**src/hw/rtl/mrfr_pkg.sv**
```systemverilog
package mrfr_pkg;

   localparam int FIELD_W       = 6;
   localparam int CSR_AW        = 3;
   localparam int CSR_DW        = 32;
   localparam int FIXED_FIELDS  = 4;
   localparam int COUNT_POS     = 6;

   localparam logic [7:0]  BROADCAST_ADDR  = 8'h00;
   localparam logic [7:0]  STATION_RESET   = 8'd247;
   localparam logic [7:0]  FUNC_READ_HOLD  = 8'h03;
   localparam logic [7:0]  FUNC_WRITE_ONE  = 8'h06;
   localparam logic [7:0]  FUNC_WRITE_MANY = 8'h10;
   localparam logic [15:0] CRC_INIT        = 16'hFFFF;
   localparam logic [15:0] CRC_POLY        = 16'hA001;

   // register index on the csr port
   localparam logic REG_STATION = 1'b0;

   typedef enum logic [5:0] {
      PH_IDLE   = 6'b000001,
      PH_FUNC   = 6'b000010,
      PH_FIXED  = 6'b000100,
      PH_MULTI  = 6'b001000,
      PH_CRC_LO = 6'b010000,
      PH_CRC_HI = 6'b100000
   } phase_type;

   typedef enum logic [1:0] {
      ST_IDLE = 2'b01,
      ST_EXEC = 2'b10
   } ctrl_state_type;

   typedef struct packed {
      logic capture;
      logic commit;
   } dp_cmd_type;

   typedef struct packed {
      logic out_free;
   } dp_status_type;

   function automatic logic [15:0] crc_add(input logic [15:0] crc, input logic [7:0] data);
      logic [15:0] c;
      c = crc ^ {8'h00, data};
      for (int i = 0; i < 8; i++) begin
         if (c[0]) begin
            c = (c >> 1) ^ CRC_POLY;
         end else begin
            c = c >> 1;
         end
      end
      return c;
   endfunction

endpackage

```
**src/hw/rtl/mrfr_ram.sv**
```systemverilog
module mrfr_ram #(
   parameter int WIDTH = 8,
   parameter int DEPTH = 64
) (
   input  logic                     clock,
   input  logic                     we,
   input  logic [$clog2(DEPTH)-1:0] waddr,
   input  logic [WIDTH-1:0]         wdata,
   input  logic [$clog2(DEPTH)-1:0] raddr,
   output logic [WIDTH-1:0]         rdata
);

   logic [WIDTH-1:0] mem [DEPTH];
   logic [WIDTH-1:0] rdata_ff;

   always_ff @(posedge clock) begin
      if (we) begin
         mem[waddr] <= wdata;
      end
      rdata_ff <= mem[raddr];
   end

   assign rdata = rdata_ff;

endmodule

```
**src/hw/rtl/mrfr_ctrl.sv**
```systemverilog
module mrfr_ctrl (
   input  logic                    clock,
   input  logic                    reset,
   input  logic                    req_valid,
   output logic                    req_ready,
   input  mrfr_pkg::dp_status_type status,
   output mrfr_pkg::dp_cmd_type    cmd
);

   import mrfr_pkg::*;

   ctrl_state_type state_ff, state_in;

   always_comb begin
      state_in    = state_ff;
      req_ready   = (state_ff == ST_IDLE);
      cmd.capture = req_valid && (state_ff == ST_IDLE);
      cmd.commit  = (state_ff == ST_EXEC) && status.out_free;
      unique case (state_ff)
         ST_IDLE: begin
            if (cmd.capture) begin
               state_in = ST_EXEC;
            end
         end
         ST_EXEC: begin
            // hold until the output register can take a result
            if (cmd.commit) begin
               state_in = ST_IDLE;
            end
         end
         default: begin
            state_in = ST_IDLE;
         end
      endcase
   end

   always_ff @(posedge clock) begin
      if (reset) begin
         state_ff <= ST_IDLE;
      end else begin
         state_ff <= state_in;
      end
   end

`ifndef SYNTHESIS
   a_commit_after_capture: assert property (@(posedge clock) disable iff (reset)
      cmd.commit |-> !req_ready)
      else $error("commit while ready for a new request");
`endif

endmodule

```
**src/hw/rtl/mrfr_datapath.sv**
```systemverilog
module mrfr_datapath #(
   parameter int MAX_FRAME = 64,
   parameter int AW        = 6,
   parameter int CW        = 7
) (
   input  logic                          clock,
   input  logic                          reset,
   input  mrfr_pkg::dp_cmd_type          cmd,
   output mrfr_pkg::dp_status_type       status,
   input  logic [7:0]                    rx_byte,
   input  logic [7:0]                    station_address,
   output logic                          ram_we,
   output logic [AW-1:0]                 ram_waddr,
   output logic [7:0]                    ram_wdata,
   output logic [AW-1:0]                 ram_raddr,
   input  logic [7:0]                    ram_rdata,
   output logic                          rsp_valid,
   input  logic                          rsp_ready,
   output logic [7:0]                    rsp_frame_byte,
   output logic [mrfr_pkg::FIELD_W-1:0]  rsp_byte_index,
   output logic [mrfr_pkg::FIELD_W-1:0]  rsp_frame_length,
   output logic                          rsp_is_broadcast,
   output logic                          rsp_last_byte
);

   import mrfr_pkg::*;

   phase_type            phase_ff, phase_in;
   logic [7:0]           byte_ff;
   logic [7:0]           fc_ff, fc_in;
   logic [CW-1:0]        bc_ff, bc_in;
   logic [15:0]          crc_ff, crc_in;
   logic [7:0]           crc_lo_ff, crc_lo_in;
   logic                 fbc_ff, fbc_in;
   logic                 drain_ff, drain_in;
   logic [FIELD_W-1:0]   dlen_ff, dlen_in;
   logic                 dbc_ff, dbc_in;
   logic [AW-1:0]        ep_ff, ep_in;
   logic                 ov_ff, ov_in;
   logic [7:0]           obyte_ff, obyte_in;
   logic [FIELD_W-1:0]   oidx_ff, oidx_in;
   logic [FIELD_W-1:0]   olen_ff, olen_in;
   logic                 obc_ff, obc_in;
   logic                 olast_ff, olast_in;

   logic                 out_load;
   logic                 put_ok;
   logic                 emit_last;
   logic [15:0]          crc_next;
   logic [7:0]           fc_dec;
   logic [FIELD_W-1:0]   new_len;
   logic                 new_last;

   assign put_ok    = bc_ff < CW'(MAX_FRAME);
   assign crc_next  = crc_add(crc_ff, byte_ff);
   assign emit_last = ({1'b0, FIELD_W'(ep_ff)} + 7'd1) >= {1'b0, dlen_ff};
   assign fc_dec    = (fc_ff != 8'd0) ? fc_ff - 8'd1 : fc_ff;
   assign new_len   = FIELD_W'(bc_ff - CW'(1));
   assign new_last  = new_len <= FIELD_W'(1);
   assign ram_raddr = drain_ff ? ep_ff : '0;
   assign ram_wdata = byte_ff;
   assign status.out_free = !ov_ff || rsp_ready;

   always_comb begin
      phase_in  = phase_ff;
      fc_in     = fc_ff;
      bc_in     = bc_ff;
      crc_in    = crc_ff;
      crc_lo_in = crc_lo_ff;
      fbc_in    = fbc_ff;
      drain_in  = drain_ff;
      dlen_in   = dlen_ff;
      dbc_in    = dbc_ff;
      ep_in     = ep_ff;
      ram_we    = 1'b0;
      ram_waddr = bc_ff[AW-1:0];
      out_load  = 1'b0;
      obyte_in  = ram_rdata;
      oidx_in   = FIELD_W'(ep_ff);
      olen_in   = dlen_ff;
      obc_in    = dbc_ff;
      olast_in  = emit_last;

      // advance the run in progress by one byte
      if (drain_ff) begin
         out_load = 1'b1;
         if (emit_last) begin
            drain_in = 1'b0;
         end else begin
            ep_in = ep_ff + AW'(1);
         end
      end

      unique case (phase_ff)
         PH_IDLE: begin
            if (byte_ff == station_address || byte_ff == BROADCAST_ADDR) begin
               ram_we    = 1'b1;
               ram_waddr = '0;
               bc_in     = CW'(1);
               crc_in    = crc_add(CRC_INIT, byte_ff);
               fbc_in    = (byte_ff == BROADCAST_ADDR);
               phase_in  = PH_FUNC;
            end
         end
         PH_FUNC: begin
            if ((byte_ff == FUNC_READ_HOLD || byte_ff == FUNC_WRITE_ONE ||
                 byte_ff == FUNC_WRITE_MANY) && put_ok) begin
               ram_we   = 1'b1;
               bc_in    = bc_ff + CW'(1);
               crc_in   = crc_next;
               fc_in    = 8'd0;
               phase_in = (byte_ff == FUNC_WRITE_MANY) ? PH_MULTI : PH_FIXED;
            end else begin
               phase_in = PH_IDLE;
            end
         end
         PH_FIXED: begin
            if (!put_ok) begin
               phase_in = PH_IDLE;
            end else begin
               ram_we = 1'b1;
               bc_in  = bc_ff + CW'(1);
               crc_in = crc_next;
               fc_in  = fc_ff + 8'd1;
               if (fc_ff >= 8'(FIXED_FIELDS - 1)) begin
                  phase_in = PH_CRC_LO;
               end
            end
         end
         PH_MULTI: begin
            if (!put_ok) begin
               phase_in = PH_IDLE;
            end else begin
               ram_we = 1'b1;
               bc_in  = bc_ff + CW'(1);
               crc_in = crc_next;
               if (bc_ff == CW'(COUNT_POS)) begin
                  // byte count field
                  fc_in = byte_ff;
                  if (byte_ff == 8'd0) begin
                     phase_in = PH_CRC_LO;
                  end
               end else if (bc_ff > CW'(COUNT_POS)) begin
                  fc_in = fc_dec;
                  if (fc_dec == 8'd0) begin
                     phase_in = PH_CRC_LO;
                  end
               end
            end
         end
         PH_CRC_LO: begin
            if (!put_ok) begin
               phase_in = PH_IDLE;
            end else begin
               ram_we    = 1'b1;
               bc_in     = bc_ff + CW'(1);
               crc_lo_in = byte_ff;
               phase_in  = PH_CRC_HI;
            end
         end
         PH_CRC_HI: begin
            phase_in = PH_IDLE;
            if (put_ok) begin
               ram_we = 1'b1;
               bc_in  = bc_ff + CW'(1);
               // start a run only when none is in progress; drop otherwise
               if ({byte_ff, crc_lo_ff} == crc_ff && !drain_ff) begin
                  out_load = 1'b1;
                  oidx_in  = '0;
                  olen_in  = new_len;
                  obc_in   = fbc_ff;
                  olast_in = new_last;
                  dlen_in  = new_len;
                  dbc_in   = fbc_ff;
                  drain_in = !new_last;
                  ep_in    = AW'(1);
               end
            end
         end
         default: begin
            phase_in = PH_IDLE;
         end
      endcase

      if (!cmd.commit) begin
         ram_we = 1'b0;
      end
      ov_in = (ov_ff && !rsp_ready) || (cmd.commit && out_load);
   end

   always_ff @(posedge clock) begin
      if (cmd.capture) begin
         byte_ff <= rx_byte;
      end
      if (cmd.commit) begin
         crc_lo_ff <= crc_lo_in;
         fbc_ff    <= fbc_in;
         dlen_ff   <= dlen_in;
         dbc_ff    <= dbc_in;
      end
      if (cmd.commit && out_load) begin
         obyte_ff <= obyte_in;
         oidx_ff  <= oidx_in;
         olen_ff  <= olen_in;
         obc_ff   <= obc_in;
         olast_ff <= olast_in;
      end
      if (reset) begin
         phase_ff <= PH_IDLE;
         fc_ff    <= '0;
         bc_ff    <= '0;
         crc_ff   <= CRC_INIT;
         drain_ff <= 1'b0;
         ep_ff    <= '0;
         ov_ff    <= 1'b0;
      end else begin
         if (cmd.commit) begin
            phase_ff <= phase_in;
            fc_ff    <= fc_in;
            bc_ff    <= bc_in;
            crc_ff   <= crc_in;
            drain_ff <= drain_in;
            ep_ff    <= ep_in;
         end
         ov_ff <= ov_in;
      end
   end

   assign rsp_valid        = ov_ff;
   assign rsp_frame_byte   = obyte_ff;
   assign rsp_byte_index   = oidx_ff;
   assign rsp_frame_length = olen_ff;
   assign rsp_is_broadcast = obc_ff;
   assign rsp_last_byte    = olast_ff;

`ifndef SYNTHESIS
   a_count_bound: assert property (@(posedge clock) disable iff (reset)
      bc_ff <= CW'(MAX_FRAME))
      else $error("frame byte count beyond buffer");
   a_drain_in_range: assert property (@(posedge clock) disable iff (reset)
      drain_ff |-> ({1'b0, FIELD_W'(ep_ff)} < {1'b0, dlen_ff}))
      else $error("emit pointer past end of run");
   a_last_index: assert property (@(posedge clock) disable iff (reset)
      (ov_ff && olast_ff) |-> ({1'b0, oidx_ff} + 7'd1 == {1'b0, olen_ff}))
      else $error("last byte not at end of frame");
   a_result_held: assert property (@(posedge clock) disable iff (reset)
      (cmd.commit && out_load) |=> ov_ff)
      else $error("result lost at commit");
`endif

endmodule

```
**src/hw/rtl/modbus_rtu_frame_receiver_top.sv**
```systemverilog
// Each request is taken in two steps: one captures the byte while the frame buffer
// RAM reads the next byte of the run, one updates the parser and CRC and writes the
// buffer. A new request is taken only after the previous update; the result is loaded
// into the output register with the update, and an untaken result holds the update of
// the next request. Synchronous reset returns the parser to idle, ends any run and
// sets the station address to 247; the frame buffer is not cleared.
module modbus_rtu_frame_receiver_top #(
   parameter int MAX_FRAME = 64
) (
   input  logic                           clock,
   input  logic                           reset,
   input  logic                           req_valid,
   output logic                           req_ready,
   input  logic [7:0]                     req_rx_byte,
   output logic                           rsp_valid,
   input  logic                           rsp_ready,
   output logic [7:0]                     rsp_frame_byte,
   output logic [mrfr_pkg::FIELD_W-1:0]   rsp_byte_index,
   output logic [mrfr_pkg::FIELD_W-1:0]   rsp_frame_length,
   output logic                           rsp_is_broadcast,
   output logic                           rsp_last_byte,
   input  logic                           csr_psel,
   input  logic                           csr_penable,
   input  logic                           csr_pwrite,
   input  logic [mrfr_pkg::CSR_AW-1:0]    csr_paddr,
   input  logic [mrfr_pkg::CSR_DW-1:0]    csr_pwdata,
   output logic [mrfr_pkg::CSR_DW-1:0]    csr_prdata,
   output logic                           csr_pready
);

   import mrfr_pkg::*;

   localparam int AW = $clog2(MAX_FRAME);
   localparam int CW = $clog2(MAX_FRAME + 1);

   dp_cmd_type    cmd;
   dp_status_type status;
   logic [7:0]    station_ff, station_in;
   logic          ram_we;
   logic [AW-1:0] ram_waddr;
   logic [7:0]    ram_wdata;
   logic [AW-1:0] ram_raddr;
   logic [7:0]    ram_rdata;
   logic          reg_sel;

   assign reg_sel    = (csr_paddr[2] == REG_STATION);
   assign csr_pready = 1'b1;
   assign csr_prdata = reg_sel ? {(CSR_DW - 8)'(0), station_ff} : '0;

   always_comb begin
      station_in = station_ff;
      if (csr_psel && csr_penable && csr_pwrite && csr_pready && reg_sel) begin
         station_in = csr_pwdata[7:0];
      end
   end

   always_ff @(posedge clock) begin
      if (reset) begin
         station_ff <= STATION_RESET;
      end else begin
         station_ff <= station_in;
      end
   end

   mrfr_ctrl u_ctrl (
      .clock     (clock),
      .reset     (reset),
      .req_valid (req_valid),
      .req_ready (req_ready),
      .status    (status),
      .cmd       (cmd)
   );

   mrfr_datapath #(
      .MAX_FRAME (MAX_FRAME),
      .AW        (AW),
      .CW        (CW)
   ) u_datapath (
      .clock            (clock),
      .reset            (reset),
      .cmd              (cmd),
      .status           (status),
      .rx_byte          (req_rx_byte),
      .station_address  (station_ff),
      .ram_we           (ram_we),
      .ram_waddr        (ram_waddr),
      .ram_wdata        (ram_wdata),
      .ram_raddr        (ram_raddr),
      .ram_rdata        (ram_rdata),
      .rsp_valid        (rsp_valid),
      .rsp_ready        (rsp_ready),
      .rsp_frame_byte   (rsp_frame_byte),
      .rsp_byte_index   (rsp_byte_index),
      .rsp_frame_length (rsp_frame_length),
      .rsp_is_broadcast (rsp_is_broadcast),
      .rsp_last_byte    (rsp_last_byte)
   );

   mrfr_ram #(
      .WIDTH (8),
      .DEPTH (MAX_FRAME)
   ) u_frame_ram (
      .clock (clock),
      .we    (ram_we),
      .waddr (ram_waddr),
      .wdata (ram_wdata),
      .raddr (ram_raddr),
      .rdata (ram_rdata)
   );

endmodule

```
**config.mk**
```make
export PLATFORM = sky130hd
export DESIGN_NAME = modbus_rtu_frame_receiver_top
export DESIGN_NICKNAME = d
export VERILOG_FILES = /design/src/hw/rtl/mrfr_pkg.sv /design/src/hw/rtl/mrfr_ram.sv /design/src/hw/rtl/mrfr_ctrl.sv /design/src/hw/rtl/mrfr_datapath.sv /design/src/hw/rtl/modbus_rtu_frame_receiver_top.sv
export SDC_FILE = /design/constraint.sdc
export NUM_CORES = 1
export LEC_CHECK = 0
export BUFFER_PORTS_ARGS = -buffer_cell sky130_fd_sc_hd__buf_2
export CORE_UTILIZATION = 27
export CTS_BUF_LIST = sky130_fd_sc_hd__clkbuf_8 sky130_fd_sc_hd__clkbuf_16
export DETAILED_ROUTE_END_ITERATION = 10
export GPL_TIMING_DRIVEN = 0
export HOLD_SLACK_MARGIN = 0.12
export PLACE_DENSITY = 0.52
export SYNTH_ARGS = -nofsm -noshare
export SYNTH_HDL_FRONTEND = slang
export SYNTH_SLANG_ARGS = --single-unit
```
**constraint.sdc**
```tcl
create_clock -name clock -period 4.24 [get_ports clock]
set_clock_uncertainty 0.05 [all_clocks]
set_input_delay 0.212 -clock clock [delete_from_list [all_inputs] [get_ports clock]]
set_output_delay 0.212 -clock clock [all_outputs]
set_load 0.03 [all_outputs]
```
### Word level (Yosys, flattened, before mapping)

Memory sizes are Yosys's and may differ from the RTL's. A register that Yosys moved wholly into a read port is not among the register bits.
Index checks and enable logic that the tools add are counted.

* memories kept: 1
* memory bits (writable): 512
* bits of input ports: 50
* logic and storage cells: 207
* output and inout port bits: 57
* bits in registers: 101

* add/sub/neg operators: 6
* bitwise gates (word level): 19
* eq/ne operators: 27
* $lt $le $gt $ge: 5
* reduce and logical (&&, ||, !) cells: 33
* muxes and demuxes: 97

Memory list
* u_frame_ram.mem: depth 64, width 8, read ports 1, clocked after memory_dff 1, write ports 1, RTL line mrfr_ram.sv:13 `logic [WIDTH-1:0] mem [DEPTH];`

Operators with widths (count)
* 16-bit two-way mux: 33
* 6-bit two-way mux: 24
* 8-bit two-way mux: 7
* 2-bit inverter with 3-bit output: 16
* 16-bit one-hot mux with 3 select lines: 1
* 6-bit one-hot mux with 5 select lines: 1
* 8-bit one-hot mux with 3 select lines: 1
* 1-bit two-way mux: 21
* 7-bit two-way mux: 3
* 7-bit one-hot mux with 3 select lines: 1
* 16-bit equality test: 1
* 8-bit zero test: 2
* 2-bit by 1-bit inequality test with 1-bit output, second input constant: 8
* 8-bit inverter with 16-bit output: 1
* 16-bit by 8-bit bitwise XOR with 16-bit output: 1
* 4-bit inequality test, second input constant: 3
* 6-bit AND reduction: 2
* 5-bit AND reduction: 2
* 1-bit logical AND: 9
* 3-bit nonzero test: 3
* 8-bit by 1-bit adder with 8-bit output, second input constant: 1
* 8-bit by 2-bit equality test with 1-bit output, second input constant: 1
* 8-bit by 3-bit equality test with 1-bit output, second input constant: 1
* 8-bit by 5-bit equality test with 1-bit output, second input constant: 1
* other kinds (34): 43

### Longest topological paths before layout

Gate-level depths: netlist (run 1).

* depth after elaboration: 33
* depth in mapped cells: 13
* mapped depth without buffers: 11

### Modules after synthesis

From an unflattened synthesis (run 1), not the netlist that was laid out.

* cell total of the unflattened synthesis: 1597
* area total of the unflattened synthesis: 26300.2 um^2

By module, submodules not included
* mrfr_ram: area each 20161.8 um^2, times used 1, cells each 940
* mrfr_datapath: area each 5447.7 um^2, times used 1, cells each 578
* modbus_rtu_frame_receiver_top: area each 595.6 um^2, times used 1, cells each 70
* mrfr_ctrl: area each 95.1 um^2, times used 1, cells each 9

### Worst setup path before layout (run 1)

Ideal clock, no wire load.

* path type: reg-to-reg
* from: register u_datapath.byte_ff[1], in the netlist u_datapath.ram_wdata[1]
* to: memory u_frame_ram.mem[42][0], enable pin
* setup slack: 0.568 ns
* clock period less this slack: 3.672 ns
* cell stages (with the launch flop): 9
* arrival: 3.227 ns
* required time: 3.795 ns
* cell sequence: edfxtp_1 ha_1 a22oi_1 o21ai_0 nand2b_1 a21oi_2 and2_1 nand3_1 nor4_1

* longest elaborated chain between the ends: 9
* elaborated cells on any way between the ends: 17
* those cells by class: eq/ne (4); mux (8); reduce/logical (5)

Ends and longest elaborated chain
* start: declaration: RTL line mrfr_datapath.sv:29 `logic [7:0] byte_ff;`
* start signal: assignment: RTL line mrfr_datapath.sv:193 `byte_ff <= rx_byte;`
* 8-bit by 2-bit equality test with 1-bit output / 8-bit by 3-bit equality test with 1-bit output (equally long branches): RTL line mrfr_datapath.sv:106 `if ((byte_ff == FUNC_READ_HOLD || byte_ff == FUNC_WRITE_ONE ||`
* 1-bit logical OR (2 in a row): RTL line mrfr_datapath.sv:106
* 1-bit logical AND: RTL line mrfr_datapath.sv:107 `byte_ff == FUNC_WRITE_MANY) && put_ok) begin`
* 1-bit two-way mux: RTL line mrfr_datapath.sv:106
* 1-bit one-hot mux with 3 select lines: RTL line mrfr_datapath.sv:94 `unique case (phase_ff)`
* 1-bit two-way mux: RTL line mrfr_datapath.sv:185 `if (!cmd.commit) begin`
* 1-bit two-way mux: RTL line mrfr_ram.sv:17 `if (we) begin`
* 1-bit two-way mux (not written as such): RTL line mrfr_ram.sv:18 `mem[waddr] <= wdata;`
* end: declaration: RTL line mrfr_ram.sv:13

Parallel ways exist; a longest one is shown, timed or not.

### Worst setup path in the final report (run 1)

* from: register u_datapath.byte_ff[6], in the netlist u_datapath.ram_wdata[6]
* to: memory u_frame_ram.mem[37][5], enable pin

The elaborated chain is that of the path after synthesis.

==> results of run 1 <==
-- area by class of cell --
cell class	instances	area [sq um]	share of cell area, %
multi-input combinational	961	7880	24.9
tap	1265	1580	5.00
timing repair buffer	119	1260	3.97
sequential	621	18000	56.9
clock inverter	55	330	1.04
buffer	131	614	1.94
inverter	29	109	0.344
clock buffer	76	1890	5.97
-- through the flow --
step | cells | instance area, sq um | setup TNS [ns]
finish | 3257 | 31700 | -8.54
global route | 3257 | 31700 | -37.92
CTS | 3249 | 31300 | -35.97
detailed placement | 3085 | 28600 | -96.48
global placement | 3061 | 28000 | -740.01
floorplan | 1742 | 26100 | 0
-- sequential cells by signal, indices dropped and copies added (netlist names), 7 cells and up --
signal,count
u_datapath.crc_lo_ff,8
u_datapath.bc_ff,7
station_ff,8
u_datapath.crc_ff,16
u_datapath.ram_wdata,8
u_frame_ram.mem,512
u_frame_ram.rdata,8
u_datapath.fc_ff,8
u_datapath.rsp_frame_byte,8
-- worst paths after layout --
kind                                         startpoint                            to  slack (ns)
worst max-delay path            u_datapath.ram_wdata[6]        u_frame_ram.mem[37][5]       -0.10
worst min-delay path                         csr_pwrite                 station_ff[3]        0.17
worst max register to register  u_datapath.ram_wdata[6]        u_frame_ram.mem[37][5]       -0.10
worst min register to register     u_frame_ram.rdata[4]  u_datapath.rsp_frame_byte[4]        0.35
-- power by group through the flow --
stage               Sequential (mW)  Combinational [mW]  Clock [mW]
finish                         6.70               0.416        5.81
global route                   6.70               0.447        6.16
CTS                            6.70               0.418        5.93
detailed placement             6.84               0.390           0
global placement               6.94               0.220           0
floorplan                      6.86               0.170           0
-- kinds of logic (layout without fill, tap and decap cells) --
logic type | count (synthesis) | count (layout) | share of synthesized area [%]
AO/OA/AOI/OAI | 337 | 337 | 8.58
XOR/XNOR | 71 | 71 | 2.44
adder cells (fa/ha/maj) | 21 | 21 | 1.01
buffers and inverters | 160 | 410 | 2.75
flip-flops | 621 | 621 | 69.2
multiplexers | 169 | 169 | 9.63
other | 2 | 25 | 0.0288
AND/OR/NAND/NOR | 338 | 338 | 6.37
-- worst reg2reg max path: cells and delay by family, from the launching register on --
kind | cells | cell delay, ns
adders and majority gates | 1 | 0.21
buffers and inverters | 4 | 0.97
and+or+nand+nor | 5 | 1.47
DFF | 1 | 0.61
AOI/OAI and AO/OA | 2 | 0.67
-- synth_stat cells, types with 3 or more instances --
| cell type | count | area, sq um |
|---|---|---|
| sky130_fd_sc_hd__edfxtp_1 | 558 | 16800 |
| sky130_fd_sc_hd__nor2_1 | 124 | 465 |
| sky130_fd_sc_hd__a21oi_1 | 94 | 470 |
| sky130_fd_sc_hd__mux2i_1 | 94 | 941 |
| sky130_fd_sc_hd__o21ai_0 | 87 | 435 |
| sky130_fd_sc_hd__clkbuf_1 | 81 | 304 |
| sky130_fd_sc_hd__o221ai_1 | 65 | 569 |
| sky130_fd_sc_hd__mux4_2 | 64 | 1440 |
| sky130_fd_sc_hd__dfxtp_1 | 63 | 1260 |
| sky130_fd_sc_hd__nand2_1 | 58 | 218 |
| sky130_fd_sc_hd__xnor2_1 | 46 | 403 |
| sky130_fd_sc_hd__inv_1 | 26 | 97.6 |
| sky130_fd_sc_hd__buf_4 | 25 | 188 |
| sky130_fd_sc_hd__nand3_1 | 25 | 125 |
| sky130_fd_sc_hd__xor2_1 | 24 | 210 |
| sky130_fd_sc_hd__nor3_1 | 23 | 115 |
| sky130_fd_sc_hd__o211ai_1 | 23 | 173 |
| sky130_fd_sc_hd__ha_1 | 21 | 263 |
| sky130_fd_sc_hd__nor2b_1 | 19 | 119 |
| sky130_fd_sc_hd__buf_2 | 18 | 90.1 |
| sky130_fd_sc_hd__and3_1 | 14 | 87.6 |
| sky130_fd_sc_hd__nand3b_1 | 13 | 97.6 |
| sky130_fd_sc_hd__nor4_1 | 13 | 81.3 |
| sky130_fd_sc_hd__mux2_2 | 11 | 124 |
| sky130_fd_sc_hd__a221oi_1 | 9 | 78.8 |
| sky130_fd_sc_hd__a211o_1 | 8 | 70.1 |
| sky130_fd_sc_hd__a22oi_1 | 8 | 60.1 |
| sky130_fd_sc_hd__nand2b_1 | 8 | 50.1 |
| sky130_fd_sc_hd__buf_1 | 7 | 26.3 |
| sky130_fd_sc_hd__nand4_1 | 7 | 43.8 |
| sky130_fd_sc_hd__a211oi_1 | 6 | 45.0 |
| sky130_fd_sc_hd__and2_1 | 6 | 37.5 |
| sky130_fd_sc_hd__o21bai_1 | 6 | 45.0 |
| sky130_fd_sc_hd__a21o_1 | 5 | 37.5 |
| sky130_fd_sc_hd__nor3b_1 | 5 | 37.5 |
| sky130_fd_sc_hd__or3_1 | 5 | 31.3 |
| sky130_fd_sc_hd__or4_1 | 5 | 37.5 |
| sky130_fd_sc_hd__o211a_1 | 3 | 30.0 |
| sky130_fd_sc_hd__o32ai_1 | 3 | 26.3 |
-- routing by layer --
metal,track usage (%),vias to the layer above
met5,0,-
met4,4.55,0
met3,2.35,92
met2,23.5,492
met1,19.3,8034
li1,-,7135
-- what timing repair did --
item | 4_1_cts | 5_1_grt
endpoints found under the hold margin | 27 | 0
endpoints found under the setup margin | 434 | 476
pin swaps | 1 | 2
hold buffers | 25 | 0
resized for setup | 71 | 61
cloned | 0 | 0
setup buffers | 8 | 7
==> out/results.txt, run 1 <==
I/O pin cnt - 107
Wire length of the first global-routing pass - 104 mm
Number of buffers and inverters on the critical path - 4
Path length in cells of the critical path - 12
Total number of H-tree levels - 3
All-layer global routing usage - 14.3%
DR pass1 iterations - 5
Family with the most delay on the worst path - simple AND/OR/NAND/NOR gates
Kind of end point of the critical path - flop
WP data required - 4.44 ns
Register bit count reported by yosys - 621
Avg Inst Size Synth - 15.1 sq um
Post-layout power - 12.9 mW
Leading cell types in the layout, fill and taps excluded - sky130_fd_sc_hd__edfxtp_1 (558), sky130_fd_sc_hd__mux2i_1 (94), sky130_fd_sc_hd__a21oi_1 (93), sky130_fd_sc_hd__o21ai_0 (87), sky130_fd_sc_hd__clkbuf_1 (78)
Amount of wire on met3 after detailed routing - 4.09 mm
Fmax - 230 MHz
Met1 Wirelength - 31.1 mm
Antenna-violating nets left - 0
Number of instances in the synthesized netlist - 1719
Max-slew headroom - 38.2%
Via density per instance - 4.84
Routability congestion estimate - 0.867
Arrival time reported for the critical path endpoint - 4.55 ns
Total core area - 95300 sq um
Unrepaired setup endpoints after global routing - true
Run status - finished, violations left
Depth of the worst hold-timing path - 4
Failing checks - negative setup slack
Total via count in the routed design - 15800
Overflow left after global routing - 0
Number of DRC markers in iteration 0 - 1411
Filler cell count - 9323
Final Worst Setup Slack - -0.104 ns
Die Y - 313 um
Fraction of layout cells with a size suffix above 1 - 20.1%
Kind of start point of the critical path - flop
Peak fanout along the critical path - 20
Total Die Area - 97700 sq um
Path class of the lowest-slack min-delay path - in2reg
Number of synthesized flops with an enable pin - 558
Detailed route wirelength on metal2 - 33.9 mm
Portion of total power attributed to sequential cells - 51.8%
CTS sink count - 621
Static leakage - 10.2 nW
Count of yosys warnings during synthesis - 0
Minimum setup slack after placement - -0.408 ns
Most frequently used flop master after synthesis - sky130_fd_sc_hd__edfxtp_1
Antenna violations before repair - 3
Detailed-route wire length per cell - 21.7 um
Switching share of power - 20.8%
Std-Cell Rows - 113
Largest net degree at the start of global routing - 30
Initial cell density of the core - 27.3%
Clock tree from TritonCTS - built
Combinational power share - 3.2%
Hold Vio Cnt, Final - 0
Largest voltage drop on the vdd net - 0.262 mV
Worst-skew pair later-pin latency - 0.61 ns
Horizontal die dimension - 313 um
Detailed-route wire length - 70.8 mm
Clock buffer depth - 3
Reported net switching power - 2.70 mW
Sequential element share of the synthesized area - 69.2%
Mapped Area - 26000 sq um
Pwr/cell area - 408 nW/um^2
Classification of the worst setup path - reg2reg
Number of different library cells in the post-synthesis netlist - 69
Slew Limit Fails - 0
Final Util - 33.2%
Post-synthesis to final-layout area growth - 21.7%
Num CTS Buffers - 71
Part of the total power dissipated in the clock network - 45.0%
DRC - 0
Post-layout nets - 2005
Final antenna diode count - 0
Final setup violation count - 135
Post-Route Hold Slack - 0.168 ns
Top Metal Used - met4
Clock-pin transition on the worst setup and hold timing paths - 0.06 ns
Number of input and output port buffers inserted - 54
Slowest cell on crit path - sky130_fd_sc_hd__edfxtp_1
Depth of the worst register-to-register path - 12
Number of max-capacitance violations reported - 0
Peak per-stage delay on the critical path - 0.61 ns
Total half-perimeter wirelength after legalization and detailed placement - 49.4 mm
Most frequent standard cell in the layout excluding fill and tap cells - sky130_fd_sc_hd__edfxtp_1
Shortest clock period the worst path allows after layout - 4.34 ns
Cell breakdown of the critical path - buf_16, clkbuf_1, inv_1, ha_1, nand2_1, o21ai_0, nand2b_1, a21oi_2, and2_1, buf_2, nand3_2, nor2_4
Clock tree root buffer cell - sky130_fd_sc_hd__clkbuf_16
Via count of the first global-routing pass - 15800
Tcrit/Tclk final - 102%
Fraction of registers with async set or reset after synthesis - 0%
Slew @ Worst Pin - 0.927 ns
Internal power component - 10.2 mW
(Power assumes the default switching activity.)
==> run 2, diff against run 1 <==
--- a/config.mk
+++ b/config.mk
@@ -6,12 +6,14 @@
 export NUM_CORES = 1
 export LEC_CHECK = 0
 export BUFFER_PORTS_ARGS = -buffer_cell sky130_fd_sc_hd__buf_2
+export CELL_PAD_IN_SITES_DETAIL_PLACEMENT = 1
+export CELL_PAD_IN_SITES_GLOBAL_PLACEMENT = 1
 export CORE_UTILIZATION = 27
 export CTS_BUF_LIST = sky130_fd_sc_hd__clkbuf_8 sky130_fd_sc_hd__clkbuf_16
 export DETAILED_ROUTE_END_ITERATION = 10
 export GPL_TIMING_DRIVEN = 0
 export HOLD_SLACK_MARGIN = 0.12
-export PLACE_DENSITY = 0.52
+export PLACE_DENSITY = 0.58
 export SYNTH_ARGS = -nofsm -noshare
 export SYNTH_HDL_FRONTEND = slang
 export SYNTH_SLANG_ARGS = --single-unit
==> run 2 against run 1 <==
The run now ends clean. Sequential share of layout area grew 0.27 points. Cell area shrank 0.48%. Power grew 1.3%. First-iteration DRC count shrank 20%. Die area is the same. Via count grew 1.2%. Final cell count shrank 0.43%. Maximum frequency grew 3.4%. Critical endpoint is now u_frame_ram.mem[63][7].
==> out/results.txt, run 2 (synthesis gave the netlist of run 1 again) <==
Horizontal die dimension - 313 um (unchanged)
Depth of the worst hold-timing path - 4 (unchanged)
Grt met1 use - 20.5% (+1.1 points)
Total via count in the routed design - 15900 (+1.2%)
Worst-skew pair later-pin latency - 0.64 ns (+0.03 ns)
Instance area at placement - 28600 sq um (about the same)
Antenna violations before repair - 3 (unchanged)
Depth of the worst register-to-register path - 10 (-2)
Wire length of the first global-routing pass - 112 mm (+7.3%)
Fmax - 238 MHz (+3.4%)
Number of DRC markers in iteration 0 - 1133 (-20%)
Global routing met2 resource utilization - 25.3% (+1.8 points)
Worst setup path startpoint - u_datapath.ram_wdata[7]
Largest registers in the final layout - u_frame_ram.mem: 512 flops, u_datapath.crc_ff: 16 flops
Most frequent standard cell in the layout excluding fill and tap cells - sky130_fd_sc_hd__edfxtp_1
Static leakage - 10.2 nW (-0.47%)
Clock buffer depth - 3 (unchanged)
Initial cell density of the core - 27.3% (unchanged)
DRC - 0 (unchanged)
Total half-perimeter wirelength after legalization and detailed placement - 52.1 mm (+5.4%)
Largest voltage drop on the vdd net - 0.286 mV (+9.4%)
Filler cell count - 9977 (+7.0%)
Kind of start point of the critical path - flop
Routability congestion estimate - 0.823 (-5.1%)
Fraction of layout cells with a size suffix above 1 - 19.9% (-0.26 points)
Flip-flop count of the largest register after layout - 512 (unchanged)
Number of input and output port buffers inserted - 54 (unchanged)
Clock-pin transition on the worst setup and hold timing paths - 0.06 ns (about the same)
Clock tree root buffer cell - sky130_fd_sc_hd__clkbuf_16
Path class of the lowest-slack min-delay path - in2reg
Die Y - 313 um (unchanged)
Total number of H-tree levels - 3 (unchanged)
Via density per instance - 4.91 (+1.6%)
Slew @ Worst Pin - 1.19 ns (+0.262 ns)
Shortest clock period the worst path allows after layout - 4.20 ns (-0.143 ns)
CTS sink count - 621 (unchanged)
Cell breakdown of the critical path - clkbuf_1, inv_1, ha_1, nand4_1, o21ai_0, and2_1, clkbuf_1, nor2b_1, nand3_1, nor2_1
Post-layout power - 13.1 mW (+1.3%)
Arrival time reported for the critical path endpoint - 4.41 ns (-0.14 ns)
Total core area - 95300 sq um (unchanged)
Via count of the first global-routing pass - 16900 (+7.1%)
Final setup violation count - 0 (-100%)
Slew Limit Fails - 0 (unchanged)
Post-layout nets - 1994 (-0.55%)
Post-Route Hold Slack - 0.203 ns (+0.0348 ns)
Detailed-route wire length - 75.1 mm (+6.2%)
Total Die Area - 97700 sq um (unchanged)
Cell with the most instances on the worst path - sky130_fd_sc_hd__clkbuf_1
All-layer global routing usage - 15.3% (+0.99 points)
Non-Filler Cell Area, Final - 31500 sq um (-0.48%)
I/O pin cnt - 107 (unchanged)
Overflow left after global routing - 0 (unchanged)
Kind of end point of the critical path - flop
Pwr/cell area - 415 nW/um^2 (+1.8%)
Final antenna diode count - 0 (unchanged)
Max-slew headroom - 20.2% (-18 points)
R2R Path Start - u_datapath.ram_wdata[7]
Path length in cells of the critical path - 10 (-2)
Slowest cell on crit path - sky130_fd_sc_hd__nor2_1
GR met3 Demand/Resource - 2.20% (-0.15 points)
Family with the most delay on the worst path - simple AND/OR/NAND/NOR gates
Fin Setup TNS - 0 ns (+8.54 ns)
Post-synthesis to final-layout area growth - 21.1%
Leading cell types in the layout, fill and taps excluded - sky130_fd_sc_hd__edfxtp_1 (558), sky130_fd_sc_hd__mux2i_1 (94), sky130_fd_sc_hd__a21oi_1 (93), sky130_fd_sc_hd__o21ai_0 (87), sky130_fd_sc_hd__clkbuf_1 (78)
Unrepaired setup endpoints after global routing - true
Num CTS Buffers - 70 (-1.4%)
Clock tree from TritonCTS - built
Classification of the worst setup path - reg2reg
Detailed-route wire length per cell - 23.2 um (+6.6%)
WP data required - 4.45 ns (about the same)
Peak fanout along the critical path - 8 (-60%)
Peak per-stage delay on the critical path - 0.81 ns (+0.20 ns)
Tcrit/Tclk final - 99.1% (-3.4 points)
Final Worst Setup Slack - 0.0383 ns (+0.143 ns)
Most crowded layer after global routing - met2
Antenna-violating nets left - 0 (unchanged)
Worst hold start - reset
Most flop-heavy register - u_frame_ram.mem
Run status - complete, no violations
Minimum setup slack after placement - -0.528 ns (-0.120 ns)
Std-Cell Rows - 113 (unchanged)
Slack of the worst reg-to-reg path - 0.04 ns (+0.14 ns)
DR pass1 iterations - 7 (+2)
Endpoint of the most critical setup path - u_frame_ram.mem[63][7]
Largest net degree at the start of global routing - 29 (-3.3%)
Endpoint of the most critical register-to-register path - u_frame_ram.mem[63][7]
Hold Vio Cnt, Final - 0 (unchanged)
Number of buffers and inverters on the critical path - 3 (-1)
Number of max-capacitance violations reported - 0 (unchanged)
## run 2: changes by cell type in the layout (fill, tap and decap cells not counted), sizes merged
cell      previous run  this run
buf                144       134
inv                 46        42
clkbuf             157       160
clkinv              31        29
clkinvlp             4         3
## run 2: report_power, final
| group | switching [mW] | internal, mW | leakage, nW | total (mW) |
|---|---|---|---|---|
| sequential | 0.0145 | 6.68 | 5.50 | 6.69 |
| combinational | 0.257 | 0.164 | 3.50 | 0.421 |
| clock | 2.59 | 3.39 | 1.16 | 5.98 |
## run 2: worst reg2reg max path: stages (launching register included)
cell and delay (ns):
sky130_fd_sc_hd__edfxtp_1 0.61, sky130_fd_sc_hd__clkbuf_1 0.48, sky130_fd_sc_hd__inv_1 0.13, sky130_fd_sc_hd__ha_1 0.24
sky130_fd_sc_hd__nand4_1 0.17, sky130_fd_sc_hd__o21ai_0 0.15, sky130_fd_sc_hd__and2_1 0.19, sky130_fd_sc_hd__clkbuf_1 0.23
sky130_fd_sc_hd__nor2b_1 0.25, sky130_fd_sc_hd__nand3_1 0.53, sky130_fd_sc_hd__nor2_1 0.81
## run 2: how the worst min path moves through the flow
stage                     slack (ns)                      endpoint
after floorplan                 0.26       u_datapath.ram_wdata[0]
after global placement          0.34       u_datapath.ram_wdata[5]
after detailed placement        0.34  u_datapath.rsp_frame_byte[3]
after CTS                       0.17          u_datapath.crc_ff[0]
after global routing            0.22          u_datapath.crc_ff[0]
final                           0.20          u_datapath.crc_ff[0]
## run 2: per-layer routing
layer	vias up	part of all wire (%)
met3	91	4.2
met4	0	2.4
met5	-	0
met2	410	49
met1	8332	44
li1	7103	-
## run 2: stage by stage
step / instances / util, %
finish: 3243 / 33.1
global route: 3243 / 33.1
CTS: 3241 / 32.9
detailed placement: 3083 / 30.0
global placement: 3061 / 29.4
floorplan: 1742 / -
## run 2: cell type report
| type | count | area, sq um | area share, % |
|---|---|---|---|
| flip-flops and latches | 621 | 18000 | 57.1 |
| multi-input cells | 961 | 7760 | 24.6 |
| clock buffers | 79 | 1880 | 5.95 |
| well taps | 1265 | 1580 | 5.02 |
| repair buffers | 109 | 1150 | 3.66 |
| plain buffers | 131 | 614 | 1.95 |
| clock inverters | 48 | 412 | 1.31 |
| inverters | 29 | 109 | 0.345 |
## run 2: timing repair
item,in CTS,in global routing
resized for setup,63,40
cloned,0,0
buffers inserted,6,2
hold buffers,25,0
setup endpoints to repair,473,341
endpoints found under the hold margin,25,0
